[src/rtl/core/heater_safety_interlock_defines.svh]
// ----------------------------------------------------------------------------
// heater_safety_interlock_defines.svh
// Assertion macros for the heater safety interlock.
// ----------------------------------------------------------------------------
`ifndef HEATER_SAFETY_INTERLOCK_DEFINES_SVH
`define HEATER_SAFETY_INTERLOCK_DEFINES_SVH

`ifndef SYNTHESIS

// property checked every clock, masked while reset is held
`define HSI_ASSERT(lbl, prop, msg) \
  lbl: assert property (@(posedge clk) disable iff (!rst_n) (prop)) else $error(msg);

// property checked every clock, reset included
`define HSI_ASSERT_ALWAYS(lbl, prop, msg) \
  lbl: assert property (@(posedge clk) (prop)) else $error(msg);

`else

`define HSI_ASSERT(lbl, prop, msg)
`define HSI_ASSERT_ALWAYS(lbl, prop, msg)

`endif

`endif

[src/rtl/core/hsi_pkg.sv]
// ----------------------------------------------------------------------------
// hsi_pkg
// Shared types and constants for the heater safety interlock.
// ----------------------------------------------------------------------------
package hsi_pkg;

  localparam int CfgAddrW = 3;
  localparam int CfgDataW = 16;
  localparam int InDataW  = 72;
  localparam int OutDataW = 8;

  typedef enum logic [CfgAddrW-1:0] {
    CFG_EMERGENCY_HOLD = 3'd0,
    CFG_FUSE_SAMPLE    = 3'd1,
    CFG_OVER_TEMP      = 3'd2,
    CFG_MIN_FLOW       = 3'd3,
    CFG_STUCK          = 3'd4
  } cfg_idx_t;

  typedef enum logic [2:0] {
    CAUSE_NONE      = 3'd0,
    CAUSE_OVER_TEMP = 3'd1,
    CAUSE_LOW_FLOW  = 3'd2,
    CAUSE_STUCK     = 3'd3,
    CAUSE_FUSE_OPEN = 3'd4
  } cause_t;

  localparam logic        KIND_CHECK = 1'b0;
  localparam logic        KIND_CLEAR = 1'b1;

  localparam logic [15:0]        RST_EMERGENCY_HOLD = 16'd5000;
  localparam logic [15:0]        RST_FUSE_SAMPLE    = 16'd100;
  localparam logic signed [15:0] RST_OVER_TEMP      = 16'sd7000;
  localparam logic [15:0]        RST_MIN_FLOW       = 16'd50;
  localparam logic [15:0]        RST_STUCK          = 16'd2000;

  // packed MSB first; shutdown_event lands in bit 7, system_enabled in bit 0
  typedef struct packed {
    logic   shutdown_event;
    cause_t trip_cause;
    logic   emergency_active;
    logic   system_safe;
    logic   fuse_ok;
    logic   system_enabled;
  } result_t;

endpackage

[src/rtl/core/heater_safety_interlock.sv]
// ----------------------------------------------------------------------------
// heater_safety_interlock
// Heater interlock: hold-time recovery, periodic fuse sampling, over
// temperature, low flow and stuck-reading trips, fuse-open shutdown.
// ----------------------------------------------------------------------------
//  channel | dir | beat contents
//  in_*    | in  | tuser: kind; tdata: now_ms, temperature, flow_rate, fuse_pin
//  out_*   | out | tdata: system_enabled ... shutdown_event (one result per item)
//  cfg_*   | in  | register write: cfg_addr, cfg_wdata
//
//  One item per cycle while in_tready is high; each result is registered,
//  into the skid if the output is held. All checks run in the accept cycle
//  against the state registers, so back-to-back items see each other's
//  updates. A two-entry output buffer (output register plus skid) keeps
//  in_tready high while one result waits; in_tready drops only when both are full.
//  rst_n is synchronous: config and interlock state return to defaults.
// ----------------------------------------------------------------------------
`include "heater_safety_interlock_defines.svh"

module heater_safety_interlock (
  input  logic                          clk,
  input  logic                          rst_n,
  // in_tdata: now_ms[31:0], temperature[47:32], flow_rate[63:48], fuse_pin[64]
  input  logic [hsi_pkg::InDataW-1:0]   in_tdata,
  // in_tuser: kind[0]
  input  logic                          in_tuser,
  input  logic                          in_tvalid,
  output logic                          in_tready,
  // out_tdata: system_enabled[0], fuse_ok[1], system_safe[2],
  //            emergency_active[3], trip_cause[6:4], shutdown_event[7]
  output logic [hsi_pkg::OutDataW-1:0]  out_tdata,
  output logic                          out_tvalid,
  input  logic                          out_tready,
  input  logic                          cfg_we,
  input  logic [hsi_pkg::CfgAddrW-1:0]  cfg_addr,
  input  logic [hsi_pkg::CfgDataW-1:0]  cfg_wdata
);

  // configuration
  logic [15:0]        hold_ms_r;
  logic [15:0]        sample_ms_r;
  logic signed [15:0] temp_limit_r;
  logic [15:0]        min_flow_r;
  logic [15:0]        stuck_ms_r;

  // interlock state
  logic               emerg_r,       emerg_nxt;
  logic [31:0]        emerg_start_r, emerg_start_nxt;
  logic               fuse_r,        fuse_nxt;
  logic [31:0]        last_sample_r, last_sample_nxt;
  logic               ref_valid_r,   ref_valid_nxt;
  logic signed [15:0] ref_temp_r,    ref_temp_nxt;
  logic [15:0]        ref_flow_r,    ref_flow_nxt;
  logic [31:0]        last_change_r, last_change_nxt;
  logic               enabled_r,     enabled_nxt;

  // output buffer
  hsi_pkg::result_t   out_r, skd_r, res;
  logic               out_valid_r, skd_valid_r;

  // input fields
  logic               kind;
  logic [31:0]        now_ms;
  logic signed [15:0] temperature;
  logic [15:0]        flow_rate;
  logic               fuse_pin;

  logic               in_fire, out_pop;
  logic [31:0]        since_start, since_sample, since_change;
  logic               em_mid;
  hsi_pkg::cause_t    cause;
  logic               event_flag;

  assign kind        = in_tuser;
  assign now_ms      = in_tdata[31:0];
  assign temperature = in_tdata[47:32];
  assign flow_rate   = in_tdata[63:48];
  assign fuse_pin    = in_tdata[64];

  assign in_tready  = !skd_valid_r;
  assign in_fire    = in_tvalid && in_tready;
  assign out_pop    = out_valid_r && out_tready;
  assign out_tvalid = out_valid_r;
  assign out_tdata  = out_r;

  assign since_start  = now_ms - emerg_start_r;
  assign since_sample = now_ms - last_sample_r;
  assign since_change = now_ms - last_change_r;

  always_comb begin
    emerg_nxt       = emerg_r;
    emerg_start_nxt = emerg_start_r;
    fuse_nxt        = fuse_r;
    last_sample_nxt = last_sample_r;
    ref_valid_nxt   = ref_valid_r;
    ref_temp_nxt    = ref_temp_r;
    ref_flow_nxt    = ref_flow_r;
    last_change_nxt = last_change_r;
    enabled_nxt     = enabled_r;
    cause           = hsi_pkg::CAUSE_NONE;
    event_flag      = 1'b0;
    em_mid          = emerg_r;

    if (kind == hsi_pkg::KIND_CLEAR) begin
      emerg_nxt = 1'b0;
    end else begin
      // hold time over: leave emergency and re-enable
      if (emerg_r && (since_start > {16'd0, hold_ms_r})) begin
        em_mid      = 1'b0;
        enabled_nxt = 1'b1;
      end
      emerg_nxt = em_mid;
      if (!em_mid) begin
        if (since_sample >= {16'd0, sample_ms_r}) begin
          fuse_nxt        = fuse_pin;
          last_sample_nxt = now_ms;
        end
        if (temperature > temp_limit_r) begin
          cause = hsi_pkg::CAUSE_OVER_TEMP;
        end else if ((flow_rate != 16'd0) && (flow_rate < min_flow_r)) begin
          cause = hsi_pkg::CAUSE_LOW_FLOW;
        end else if (!ref_valid_r || (temperature != ref_temp_r) ||
                     (flow_rate != ref_flow_r)) begin
          ref_valid_nxt   = 1'b1;
          ref_temp_nxt    = temperature;
          ref_flow_nxt    = flow_rate;
          last_change_nxt = now_ms;
        end else if (since_change > {16'd0, stuck_ms_r}) begin
          cause = hsi_pkg::CAUSE_STUCK;
        end
      end
      if (!fuse_nxt && (cause == hsi_pkg::CAUSE_NONE)) begin
        cause = hsi_pkg::CAUSE_FUSE_OPEN;
      end
      // any trip, open fuse or emergency still on: enter emergency if not in it, drop enable
      if ((cause != hsi_pkg::CAUSE_NONE) || em_mid) begin
        if (!em_mid) begin
          emerg_nxt       = 1'b1;
          emerg_start_nxt = now_ms;
          event_flag      = 1'b1;
        end
        enabled_nxt = 1'b0;
      end
    end
  end

  always_comb begin
    res.system_enabled   = enabled_nxt;
    res.fuse_ok          = fuse_nxt;
    res.system_safe      = fuse_nxt && !emerg_nxt;
    res.emergency_active = emerg_nxt;
    res.trip_cause       = cause;
    res.shutdown_event   = event_flag;
  end

  always_ff @(posedge clk) begin
    if (!rst_n) begin
      hold_ms_r    <= hsi_pkg::RST_EMERGENCY_HOLD;
      sample_ms_r  <= hsi_pkg::RST_FUSE_SAMPLE;
      temp_limit_r <= hsi_pkg::RST_OVER_TEMP;
      min_flow_r   <= hsi_pkg::RST_MIN_FLOW;
      stuck_ms_r   <= hsi_pkg::RST_STUCK;
    end else if (cfg_we) begin
      case (hsi_pkg::cfg_idx_t'(cfg_addr))
        hsi_pkg::CFG_EMERGENCY_HOLD: hold_ms_r    <= cfg_wdata;
        hsi_pkg::CFG_FUSE_SAMPLE:    sample_ms_r  <= cfg_wdata;
        hsi_pkg::CFG_OVER_TEMP:      temp_limit_r <= cfg_wdata;
        hsi_pkg::CFG_MIN_FLOW:       min_flow_r   <= cfg_wdata;
        hsi_pkg::CFG_STUCK:          stuck_ms_r   <= cfg_wdata;
        default: ;
      endcase
    end
  end

  always_ff @(posedge clk) begin
    if (!rst_n) begin
      emerg_r       <= 1'b0;
      emerg_start_r <= '0;
      fuse_r        <= 1'b1;
      last_sample_r <= '0;
      ref_valid_r   <= 1'b0;
      ref_temp_r    <= '0;
      ref_flow_r    <= '0;
      last_change_r <= '0;
      enabled_r     <= 1'b1;
    end else if (in_fire) begin
      emerg_r       <= emerg_nxt;
      emerg_start_r <= emerg_start_nxt;
      fuse_r        <= fuse_nxt;
      last_sample_r <= last_sample_nxt;
      ref_valid_r   <= ref_valid_nxt;
      ref_temp_r    <= ref_temp_nxt;
      ref_flow_r    <= ref_flow_nxt;
      last_change_r <= last_change_nxt;
      enabled_r     <= enabled_nxt;
    end
  end

  // output register + skid; skid only fills when the output is held
  always_ff @(posedge clk) begin
    if (!rst_n) begin
      out_valid_r <= 1'b0;
      skd_valid_r <= 1'b0;
    end else if (skd_valid_r) begin
      if (out_pop) begin
        out_valid_r <= 1'b1;
        skd_valid_r <= 1'b0;
      end
    end else if (in_fire) begin
      if (!out_valid_r || out_pop) begin
        out_valid_r <= 1'b1;
      end else begin
        skd_valid_r <= 1'b1;
      end
    end else if (out_pop) begin
      out_valid_r <= 1'b0;
    end
  end

  always_ff @(posedge clk) begin
    if (skd_valid_r) begin
      if (out_pop) begin
        out_r <= skd_r;
      end
    end else if (in_fire) begin
      if (!out_valid_r || out_pop) begin
        out_r <= res;
      end else begin
        skd_r <= res;
      end
    end
  end

  `HSI_ASSERT(a_skid_implies_out, skd_valid_r |-> out_valid_r, "skid full with output empty")
  `HSI_ASSERT(a_ready_drop, $fell(in_tready) |-> $past(out_valid_r && !out_tready), "ready dropped without a held output")
  `HSI_ASSERT(a_event_disables, (out_valid_r && out_r.shutdown_event) |-> (out_r.emergency_active && !out_r.system_enabled), "shutdown beat without emergency")
  `HSI_ASSERT(a_safe_flag, out_valid_r |-> (out_r.system_safe == (out_r.fuse_ok && !out_r.emergency_active)), "system_safe inconsistent")
  `HSI_ASSERT_ALWAYS(a_reset_empty, !$past(rst_n) |-> (!out_valid_r && !skd_valid_r), "output buffer not empty after reset")

endmodule

[config.mk]
export PLATFORM = sky130hd
export DESIGN_NAME = heater_safety_interlock
export DESIGN_NICKNAME = d
export VERILOG_FILES = /design/src/rtl/core/hsi_pkg.sv /design/src/rtl/core/heater_safety_interlock.sv
export VERILOG_INCLUDE_DIRS = /design/src /design/src/rtl/core
export SDC_FILE = /design/constraint.sdc
export NUM_CORES = 1
export LEC_CHECK = 0
export BUFFER_PORTS_ARGS = -buffer_cell sky130_fd_sc_hd__buf_2
export CORE_ASPECT_RATIO = 0.8
export CORE_MARGIN = 2
export CORE_UTILIZATION = 60
export CTS_CLUSTER_SIZE = 16
export DETAILED_ROUTE_END_ITERATION = 12
export PLACE_DENSITY_LB_ADDON = 0.05
export SYNTH_ARGS = -nofsm -noshare
export SYNTH_HDL_FRONTEND = slang
export SYNTH_SLANG_ARGS = --single-unit
[constraint.sdc]
create_clock -name clk -period 6.1 [get_ports clk]
set_input_delay 0.61 -clock clk [delete_from_list [all_inputs] [get_ports clk]]
set_output_delay 0.61 -clock clk [all_outputs]
set_load 0.005 [all_outputs]
==> impl_metrics.env <==
export IMPL_vias_per_cell=6.29
export IMPL_reg2reg_slack_ns=0.54
export IMPL_die_x_um=197
export IMPL_clk_path_buf_depth=3
export IMPL_hold_start="out_tready"
export IMPL_worstSetupPathType="flip-flop to flip-flop"
export IMPL_hold_depth=2
export IMPL_yosys_warnings=0
export IMPL_syn_nets=2571
export IMPL_antenna_found_initial=0
export IMPL_tns_ns=0
export IMPL_drive_above_1_share=0.0919
export IMPL_ir_worst_vdd_uv=259
export IMPL_final_seq_area_um2=4760
export IMPL_cap_violations=0
export IMPL_rsz0062_at_grt="false"
export IMPL_multi_input_area_um2=11800
export IMPL_max_slew_margin=0.225
export IMPL_wl_um=53300
export IMPL_place_congestion=0.921
export IMPL_hold_viol=0
export IMPL_vias=17300
export IMPL_postLayoutCoreUtil=0.668
export IMPL_dr_pass1_iters=6
export IMPL_overflow=0
export IMPL_ys_seq_area_frac=0.267
export IMPL_cts_resized=0
export IMPL_cts_max_level=1
export IMPL_post_route_period_util=0.911
export IMPL_postCtsHoldBufs=0
export IMPL_syn_inst=2299
export IMPL_synth_edf_count=16
export IMPL_clock_latency_ns=0.55
export IMPL_status="complete, no violations"
export IMPL_postSynthAreaPerCell_um2=7.75
export IMPL_setup_viol=0
export IMPL_worstSetupEndpointType="flip-flop"
export IMPL_crit_fanout=19
export IMPL_ant_nets=0
export IMPL_cts_sinks=230
export IMPL_routedWlPerCell_um=19.4
export IMPL_crit_reg2reg_launch="emerg_start_r[2]"
export IMPL_reg2reg_depth=22
export IMPL_async_flop_share=0
export IMPL_start_util=0.609
export IMPL_grt_max_degree=86
export IMPL_grt_pass1_vias=15600
export IMPL_cp_start_kind="flip-flop"
export IMPL_leakagePower_nw=7.46
export IMPL_post_cts_buffers=0
export IMPL_reg2reg_to="emerg_start_r[1]"
export IMPL_power_density_nw_per_um2=229
export IMPL_dpl_hpwl_um=40900
export IMPL_syn_area_um2=17800
export IMPL_cp_arrival_ns=5.98
export IMPL_slew_viol_final=0
export IMPL_nets=2623
export IMPL_yosys_top_cells_area="dfxtp_1, ha_1, a21oi_1"
export IMPL_io_pins=107
export IMPL_hold_class="input port to flip-flop"
export IMPL_core_um2=29300
export IMPL_ys_flop_type="dfxtp_1"
export IMPL_crit_required_ns=6.52
export IMPL_cts_clk_slew_worst_paths_ns=0.06
export IMPL_yosysTopAreaCellShare=0.240
export IMPL_drt_iter0_markers=1576
export IMPL_fmax_mhz=180
export IMPL_grt_pass1_wl_um=83400
export IMPL_cts_tree="built"
export IMPL_area_growth_syn_to_layout_pct=9.73
export IMPL_fin_skew_ns=0.0173
export IMPL_layout_min_cycle_time_ns=5.56
export IMPL_synthDistinctLibCells=81
export IMPL_dieArea_um2=31100
export IMPL_worstMarginPinSlew_ns=1.16
export IMPL_fillCellCount=2589
export IMPL_yosys_area_top_type="dfxtp_1"
export IMPL_hold_path_endpoint="skd_valid_r"
export IMPL_die_h_um=158
export IMPL_drcViolationCount=0
export IMPL_port_buffer_count=99
export IMPL_clock_root_buffer="clkbuf_16"
export IMPL_grt_total_usage=0.334
export IMPL_fp_row_count=56
export IMPL_cts_buffers_inserted=26
export IMPL_diodes=0
export IMPL_synth_ff_latch_count=230
[flip-flops by register name (all words and copies together) (netlist names), 8 cells and up]
signal and cells:
emerg_start_r 32, hold_ms_r 16, last_change_r 32, last_sample_r 32, min_flow_r 16, out_tdata 8
ref_flow_r 16, ref_temp_r 16, sample_ms_r 16, skd_r 8, stuck_ms_r 16, temp_limit_r 16
[cell usage in the layout, fill, tap and decap left out, types with 38 or more instances in the layout]
cell and instances:
buf_4 39, a21oi_1 235, o211ai_1 44, dfxtp_1 214
a21o_1 40, buf_2 98, nand2_1 308, xnor2_1 62
nand4_1 44, ha_1 172, nor2_1 174, nor3_1 38
mux2i_1 104, inv_1 190, a211o_1 41, o21ai_0 76
[worst max-delay path by stage]
| stage | startpoint | cells past startpoint | slack (ns) | endpoint |
|---|---|---|---|---|
| floorplan | in_tdata[0] | 25 | 1.08 | out_tdata[7] |
| global placement | in_tdata[0] | 25 | 0.23 | emerg_start_r[3] |
| global route | emerg_start_r[2] | 22 | 0.22 | emerg_start_r[4] |
| CTS | emerg_start_r[0] | 23 | 0.69 | emerg_start_r[1] |
| detailed placement | in_tdata[0] | 25 | 0.19 | emerg_start_r[11] |
| finish | emerg_start_r[2] | 22 | 0.54 | emerg_start_r[1] |
[power by group]
group	internal (mW)	switching, mW	leakage (nW)
logic	0.497	0.805	5.16
registers	1.58	0.0327	1.89
clock network	0.887	0.683	0.407
[metrics by stage]
step / cell area [µm²] / power (mW) / instances / setup WS [ns] / hold slack (ns)
finish: 19600 / 4.49 / 2748 / 0.542 / 0.265
global route: 19600 / 4.69 / 2748 / 0.219 / 0.270
CTS: 19600 / 4.48 / 2748 / 0.691 / 0.252
detailed placement: 18700 / 2.92 / 2700 / 0.189 / 0.446
global placement: 18700 / 2.89 / 2700 / 0.232 / 0.443
floorplan: 17800 / 2.54 / 2299 / 1.08 / 0.436
[cells by family after synthesis]
family	Yosys count	share of synthesized area
buf+inv	313	0.0716
xor+xnor	88	0.0432
mux	106	0.0597
simple gates	720	0.184
fa+ha+maj	175	0.124
compound gates	667	0.250
flops	230	0.267
[layer usage]
metal,part of all wire,track usage,wire (µm),vias to the layer above
met2,0.42,0.510,22300,688
met5,0,0,0,-
li1,-,-,-,8402
met3,0.087,0.0494,4620,95
met4,0.027,0.0902,1450,0
met1,0.47,0.490,25000,8094
[worst max-delay path: stages, from the launching register on]
cell,delay (ns)
dfxtp_1,0.35
inv_1,0.05
ha_1,0.33
o211ai_1,0.24
a21oi_1,0.13
o21ai_1,0.47
nand2_1,0.16
a31oi_1,0.23
xnor2_1,0.15
ha_1,0.32
nand3_1,0.10
nor3_1,0.29
nand2_1,0.11
o311ai_0,0.26
o211ai_1,0.20
a2111o_1,0.50
a2111oi_4,0.26
buf_4,0.21
and2_1,0.15
or3b_1,0.30
buf_4,0.33
a211o_1,0.17
o311ai_1,0.09
[layout make-up]
cell class,count,area share
clock inverter,12,0.00409
tap,377,0.0241
timing repair buffer,145,0.0482
clock buffer,36,0.0394
sequential,230,0.244
multi-input combinational,1756,0.604
inverter,192,0.0370
[synthesized netlist by cell type, types with 7 or more instances]
master and instances:
nand2_1 308, a21oi_1 236, dfxtp_1 214, inv_1 191, nor2_1 175, ha_1 172, mux2i_1 104, clkbuf_1 91
o21ai_0 76, xnor2_1 62, nand4_1 44, o211ai_1 44, a211o_1 41, a21o_1 40, nor3_1 39, a41oi_1 34
o311ai_1 33, nand3_1 27, o21a_1 26, xor2_1 26, a211oi_1 21, a31oi_1 18, buf_2 18, nor2b_1 18
nor4_1 18, edfxtp_1 16, nand2b_1 16, and2_1 15, and3_1 14, o31ai_1 13, or3_1 11, and4_1 9
buf_6 9, o21ai_1 9, a21boi_0 8, o21bai_1 8, or2_2 8, o2111ai_1 7
Note: power is estimated with default switching activity, not from simulation.
